==> src/cfba_pkg.sv <==
// Shared types and constants of the chained free-block allocator.
package cfba_pkg;

  localparam int unsigned BLK_W            = 10;
  localparam int unsigned STATUS_W         = 2;
  localparam int unsigned TDATA_IN_W       = 16;
  localparam int unsigned TDATA_OUT_W      = 16;
  localparam int unsigned GROUP_SIZE_DEF   = 152;
  localparam int unsigned NUM_BLOCKS_DEF   = 1024;

  typedef enum logic [0:0] {
    REQ_FREE  = 1'b0,
    REQ_ALLOC = 1'b1
  } req_e;

  typedef enum logic [STATUS_W-1:0] {
    ST_ALLOC  = 2'd0,
    ST_FREED  = 2'd1,
    ST_EMPTY  = 2'd2,
    ST_REJECT = 2'd3
  } status_e;

  typedef enum logic [1:0] {
    S_IDLE,
    S_POP,
    S_SPILL,
    S_REFILL
  } ctrl_state_e;

  typedef struct packed {
    status_e          status;
    logic [BLK_W-1:0] granted;
  } resp_t;

endpackage

==> src/cfba_ctrl.sv <==
// Request sequencer: stack count, pop read, spill and refill sweeps.
module cfba_ctrl
  import cfba_pkg::*;
#(
  parameter int unsigned GROUP_SIZE = GROUP_SIZE_DEF,
  parameter int unsigned NUM_BLOCKS = NUM_BLOCKS_DEF,
  parameter int unsigned AW         = $clog2(GROUP_SIZE),
  parameter int unsigned SAW        = $clog2(GROUP_SIZE * NUM_BLOCKS)
) (
  input  logic             clk_i,
  input  logic             rst_ni,
  input  logic             req_valid_i,
  output logic             req_ready_o,
  input  req_e             req_type_i,
  input  logic [BLK_W-1:0] block_number_i,
  input  logic             out_free_i,
  output logic             resp_valid_o,
  output resp_t            resp_o,
  output logic             cache_re_o,
  output logic [AW-1:0]    cache_raddr_o,
  output logic             cache_we_o,
  output logic [AW-1:0]    cache_waddr_o,
  output logic [BLK_W-1:0] cache_wdata_o,
  input  logic [BLK_W-1:0] cache_rdata_i,
  output logic             spill_re_o,
  output logic [SAW-1:0]   spill_raddr_o,
  output logic             spill_we_o,
  output logic [SAW-1:0]   spill_waddr_o,
  output logic [BLK_W-1:0] spill_wdata_o,
  input  logic [BLK_W-1:0] spill_rdata_i
);

  localparam int unsigned CW = $clog2(GROUP_SIZE + 1);

  ctrl_state_e      state_q, state_d;
  logic [CW-1:0]    count_q, count_d;
  logic [CW-1:0]    cnt_q, cnt_d;
  logic [CW-1:0]    cnt_m1;
  logic [SAW-1:0]   base_q, base_d;
  logic [BLK_W-1:0] blk_q, blk_d;
  logic             zero_fill_q, zero_fill_d;
  logic             accept;
  logic             reject;

  always_ff @(posedge clk_i or negedge rst_ni) begin
    if (!rst_ni) begin
      state_q <= S_IDLE;
      count_q <= CW'(1);
      cnt_q   <= '0;
    end else begin
      state_q <= state_d;
      count_q <= count_d;
      cnt_q   <= cnt_d;
    end
  end

  always_ff @(posedge clk_i) begin
    base_q      <= base_d;
    blk_q       <= blk_d;
    zero_fill_q <= zero_fill_d;
  end

  assign req_ready_o = (state_q == S_IDLE) && out_free_i;
  assign accept      = req_valid_i && req_ready_o;
  assign reject      = (block_number_i == '0) || (32'(block_number_i) >= 32'(NUM_BLOCKS));
  assign cnt_m1      = cnt_q - CW'(1);

  always_comb begin
    state_d       = state_q;
    count_d       = count_q;
    cnt_d         = cnt_q;
    base_d        = base_q;
    blk_d         = blk_q;
    zero_fill_d   = zero_fill_q;
    resp_valid_o  = 1'b0;
    resp_o        = '{status: ST_FREED, granted: '0};
    cache_re_o    = 1'b0;
    cache_raddr_o = '0;
    cache_we_o    = 1'b0;
    cache_waddr_o = '0;
    cache_wdata_o = block_number_i;
    spill_re_o    = 1'b0;
    spill_raddr_o = base_q + SAW'(cnt_q);
    spill_we_o    = 1'b0;
    spill_waddr_o = base_q + SAW'(cnt_m1);
    spill_wdata_o = cache_rdata_i;

    case (state_q)
      S_IDLE: begin
        if (accept) begin
          if (req_type_i == REQ_FREE) begin
            resp_valid_o = 1'b1;
            if (reject) begin
              resp_o.status = ST_REJECT;
            end else if (count_q >= CW'(GROUP_SIZE)) begin
              // Full cache: copy it into the freed block's row first.
              base_d  = SAW'(32'(block_number_i) * 32'(GROUP_SIZE));
              blk_d   = block_number_i;
              cnt_d   = '0;
              state_d = S_SPILL;
            end else begin
              cache_we_o    = 1'b1;
              cache_waddr_o = count_q[AW-1:0];
              count_d       = count_q + CW'(1);
            end
          end else if (count_q == '0) begin
            resp_valid_o  = 1'b1;
            resp_o.status = ST_EMPTY;
          end else begin
            cache_re_o    = 1'b1;
            cache_raddr_o = AW'(count_q - CW'(1));
            state_d       = S_POP;
          end
        end
      end

      S_POP: begin
        resp_valid_o = 1'b1;
        state_d      = S_IDLE;
        if (cache_rdata_i == '0) begin
          resp_o.status = ST_EMPTY;
        end else begin
          resp_o.status  = ST_ALLOC;
          resp_o.granted = cache_rdata_i;
          if (count_q == CW'(1)) begin
            // Chain block popped: reload its group as a full cache.
            count_d     = CW'(GROUP_SIZE);
            base_d      = SAW'(32'(cache_rdata_i) * 32'(GROUP_SIZE));
            zero_fill_d = 32'(cache_rdata_i) >= 32'(NUM_BLOCKS);
            cnt_d       = '0;
            state_d     = S_REFILL;
          end else begin
            count_d = count_q - CW'(1);
          end
        end
      end

      S_SPILL: begin
        cnt_d = cnt_q + CW'(1);
        if (cnt_q < CW'(GROUP_SIZE)) begin
          cache_re_o    = 1'b1;
          cache_raddr_o = cnt_q[AW-1:0];
        end
        if (cnt_q != '0) begin
          spill_we_o = 1'b1;
        end
        if (cnt_q == CW'(GROUP_SIZE)) begin
          cache_we_o    = 1'b1;
          cache_waddr_o = '0;
          cache_wdata_o = blk_q;
          count_d       = CW'(1);
          cnt_d         = '0;
          state_d       = S_IDLE;
        end
      end

      S_REFILL: begin
        cnt_d = cnt_q + CW'(1);
        if (cnt_q < CW'(GROUP_SIZE)) begin
          spill_re_o = 1'b1;
        end
        if (cnt_q != '0) begin
          cache_we_o    = 1'b1;
          cache_waddr_o = cnt_m1[AW-1:0];
          cache_wdata_o = zero_fill_q ? '0 : spill_rdata_i;
        end
        if (cnt_q == CW'(GROUP_SIZE)) begin
          cnt_d   = '0;
          state_d = S_IDLE;
        end
      end

      default: begin
        state_d = S_IDLE;
      end
    endcase
  end

endmodule

==> config.mk <==
export PLATFORM = sky130hd
export DESIGN_NAME = cfba_ctrl
export DESIGN_NICKNAME = d
export VERILOG_FILES = /design/src/cfba_pkg.sv /design/src/cfba_ctrl.sv
export SDC_FILE = /design/constraint.sdc
export NUM_CORES = 1
export LEC_CHECK = 0
export BUFFER_PORTS_ARGS = -buffer_cell sky130_fd_sc_hd__buf_2
export CAP_MARGIN = 20
export CORE_UTILIZATION = 50
export DETAILED_ROUTE_END_ITERATION = 6
export PLACE_DENSITY = 0.86
export SYNTH_ARGS = -nofsm -noshare
export SYNTH_HDL_FRONTEND = slang
export SYNTH_SLANG_ARGS = --single-unit
==> constraint.sdc <==
create_clock -name clk_i -period 7.1 [get_ports clk_i]
set_clock_uncertainty 0.2 [all_clocks]
set_input_delay 0.355 -clock clk_i [delete_from_list [all_inputs] [get_ports clk_i]]
set_output_delay 0.355 -clock clk_i [all_outputs]
set_load 0.02 [all_outputs]
==> impl_metrics.env <==
export IMPL_outcome="completed"
export IMPL_overflow=0
export IMPL_cts_setup_buffers=0
export IMPL_die_x_um=107
export IMPL_min_path_cells=1
export IMPL_synth_edf_count=25
export IMPL_grt_use_total=0.238
export IMPL_ys_warn_count=0
export IMPL_drv_slew=0
export IMPL_finalWirelength_um=13700
export IMPL_grt_max_degree=34
export IMPL_seq_area_frac_synth=0.219
export IMPL_hold_path_startpoint="block_number_i[0]"
export IMPL_ys_top_cells_by_area="ha_1 (17%), edfxtp_1 (14%), dfrtp_1 (7.8%)"
export IMPL_dp_cells=875
export IMPL_relSlewSlack=0.290
export IMPL_p_leak_uw=0.00303
export IMPL_worst_slew_pin_slew_ps=1060
export IMPL_r2r_start="state_q[0]"
export IMPL_switchingPower_uw=1330
export IMPL_stdcell_count=884
export IMPL_multi_input_area_um2=3750
export IMPL_grt_first_pass_wirelength_um=21800
export IMPL_drtIter0Drc=548
export IMPL_yosysMostFrequentCell="inv_1"
export IMPL_fin_area_um2=6170
export IMPL_dieArea_um2=11400
export IMPL_rsz0062_at_grt="false"
export IMPL_clockPowerShare=0.076
export IMPL_ys_top_cells_by_count="inv_1 (78), ha_1 (73), nor2_1 (49)"
export IMPL_period_needed_ps=4050
export IMPL_post_route_period_util=0.571
export IMPL_wl_per_cell_um=15.5
export IMPL_cp_cell_sequence="inv_1 > ha_1 > nand2b_1 > nor2_1 > xnor2_1 > ha_1 > a21o_1 > a21oi_1 > nor2b_1 > o31ai_1 > nor2_1 > xor2_1 > buf_2"
export IMPL_fmax_mhz=247
export IMPL_synth_top_area_cell="ha_1"
export IMPL_critical_path_arrival_ps=3500
export IMPL_synth_top_area_frac=0.167
export IMPL_r2r_end="base_q[10]"
export IMPL_root_buffer="clkbuf_8"
export IMPL_syn_avg_cell_area_um2=8.41
export IMPL_start_util=0.524
export IMPL_gp_congestion=0.898
export IMPL_ant_nets=0
export IMPL_async_flop_share=0.419
export IMPL_internal_power_uw=1130
export IMPL_hp_class="in -> reg"
export IMPL_hold_end="blk_q[0]"
export IMPL_crit_buf_inv=2
export IMPL_antenna_found_initial=0
export IMPL_drc_errors=0
export IMPL_dp_hpwl_um=10600
export IMPL_clk_latency_ps=310
export IMPL_cts_max_path_buffers=2
export IMPL_syn_inst=652
export IMPL_rows=37
export IMPL_slowest_delay_ps=550
export IMPL_cp_data_required_time_ps=6550
export IMPL_critical_path_class="reg -> out"
export IMPL_numPortBuffers=124
export IMPL_pre_cts_slack_ps=3380
export IMPL_drv_cap=0
export IMPL_setup_ws_ps=3050
export IMPL_drt_pass1_iter_count=6
export IMPL_htreeDepth=2
export IMPL_die_h_um=107
export IMPL_vias=5150
export IMPL_swShare=0.539
export IMPL_tns_ps=0
export IMPL_synth_ff_type="edfxtp_1"
export IMPL_ir_worst_vdd_mv=0.402
export IMPL_reg2regPathDepth=6
export IMPL_power_frac_comb=0.719
export IMPL_syn_num_nets=774
export IMPL_placed_area_um2=6050
export IMPL_fin_nets=869
export IMPL_startpoint_type="flip-flop"
export IMPL_worstSetupEndpointType="output pin"
export IMPL_worstPathMaxFanout=7
export IMPL_cts_clk_slew_worst_paths_ps=100
export IMPL_grt_pass1_vias=4568
export IMPL_core_um2=10500
export IMPL_p_per_area_nw_per_um2=399
export IMPL_cts_tree="yes"
export IMPL_synth_area_um2=5480
export IMPL_yosysUniqueCellTypes=67
export IMPL_antenna_cells=0
export IMPL_numCtsBuffers=5
export IMPL_drive_gt1_frac=0.199
export IMPL_finalHoldViolCount=0
export IMPL_clock_sinks=43
export IMPL_slowest_stage="o31ai_1"
export IMPL_io_pins=125
export IMPL_seq_area_um2=1200
export IMPL_ys_ff_latch=43
export IMPL_ctsResizeCount=0
export IMPL_syn_to_final_growth_pct=12.5
export IMPL_setup_viol=0
export IMPL_critPathTopFamily="compound AO/OA/AOI/OAI gates"
export IMPL_seq_power_share=0.205
export IMPL_n_fill_cell=933
export IMPL_via_per_inst=5.83
export IMPL_timing_reg2reg_setup_slack_ps=3570
[how the worst max path moves through the flow]
stage,startpoint,end,slack [ps],cells past startpoint
floorplan,cnt_q[0],spill_waddr_o[12],3730,12
global placement,cnt_q[0],spill_waddr_o[16],3480,13
detailed placement,cnt_q[0],spill_waddr_o[16],3380,13
CTS,cnt_q[0],spill_waddr_o[16],3020,13
global route,cnt_q[0],spill_waddr_o[16],2730,13
finish,cnt_q[0],spill_waddr_o[16],3050,13
[worst reg2reg max path: stages (launching register included)]
cell and delay (ps):
dfrtp_1 420, inv_1 120, ha_1 300, nand4b_1 240
o31ai_1 500, nand3_1 430, nor2_1 940
[layout by cell type, fill, tap and decap left out, types with 4 or more instances in the layout]
master    Yosys  routed
buf_2         3     124
inv_1        78      78
ha_1         73      73
nor2_1       49      49
nand2_1      46      46
xnor2_1      34      34
o21ai_0      32      32
a21oi_1      27      27
edfxtp_1     25      25
nand3_1      24      24
xor2_1       23      23
dfrtp_1      17      17
and2_1       15      15
fa_1         14      14
a222oi_1     10      10
nor3_1       10      10
a21o_1        9       9
and3_1        9       9
o31ai_1       9       9
a22oi_1       8       8
o22ai_1       7       7
nor2b_1       6       6
nand4_1       6       6
o21ai_1       6       6
o21a_1        5       5
o21bai_1      5       5
mux2i_1       5       5
clkbuf_8      0       5
a21boi_0      4       4
a211oi_1      4       4
a31oi_1       4       4
mux2_2        4       4
[kinds of logic (layout without fill, tap and decap cells)]
| logic type | Yosys count | count (layout) | synth area share |
|---|---|---|---|
| compound gates | 152 | 152 | 0.189 |
| xor+xnor | 57 | 57 | 0.0911 |
| fa+ha+maj | 87 | 87 | 0.218 |
| mux | 9 | 9 | 0.0173 |
| flops | 43 | 43 | 0.219 |
| simple gates | 187 | 187 | 0.169 |
| buf+inv | 117 | 213 | 0.0965 |
[routing by layer]
layer  track usage  vias to the layer above  wire, um
met2         0.400                      245      6370
met1         0.325                     2409      6110
met5             0                        -         0
met4        0.0636                        0       235
li1              -                     2476         -
met3        0.0255                       20       954
[state kept, by name (all words and copies together) (netlist names)]
register,count
blk_q,10
count_q,8
base_q,15
state_q,2
cnt_q,8
[power by group through the flow]
| stage | Combinational (uW) | Sequential [uW] | Clock (uW) |
|---|---|---|---|
| after global routing | 1920 | 520 | 198 |
| after CTS | 1750 | 500 | 189 |
| after detailed placement | 1740 | 506 | 0 |
| after global placement | 1720 | 505 | 0 |
| after floorplan | 1370 | 439 | 0 |
| final | 1770 | 504 | 187 |
[metrics by stage]
step | total power [uW] | hold slack [ps] | util
3_5_place_dp | 2240 | 130 | 0.578
2_1_floorplan | 1810 | -141 | -
5_1_grt | 2640 | 111 | 0.590
6_report | 2460 | 101 | 0.590
4_1_cts | 2440 | 102 | 0.590
3_3_place_gp | 2220 | 123 | 0.578
[area by class of cell]
| cell class | instances | area share |
|---|---|---|
| clock buffers | 6 | 0.0152 |
| clock inverters | 2 | 0.00223 |
| inverters | 78 | 0.0475 |
| multi-input cells | 492 | 0.608 |
| flip-flops and latches | 43 | 0.195 |
| well taps | 136 | 0.0276 |
| repair buffers | 127 | 0.105 |
[repair_timing]
item | 4_1_cts | 5_1_grt
hold buffers | 1 | 0
setup endpoints to repair | 0 | 0
hold endpoints to repair | 17 | 0
Power figures use the tool's default switching activity.
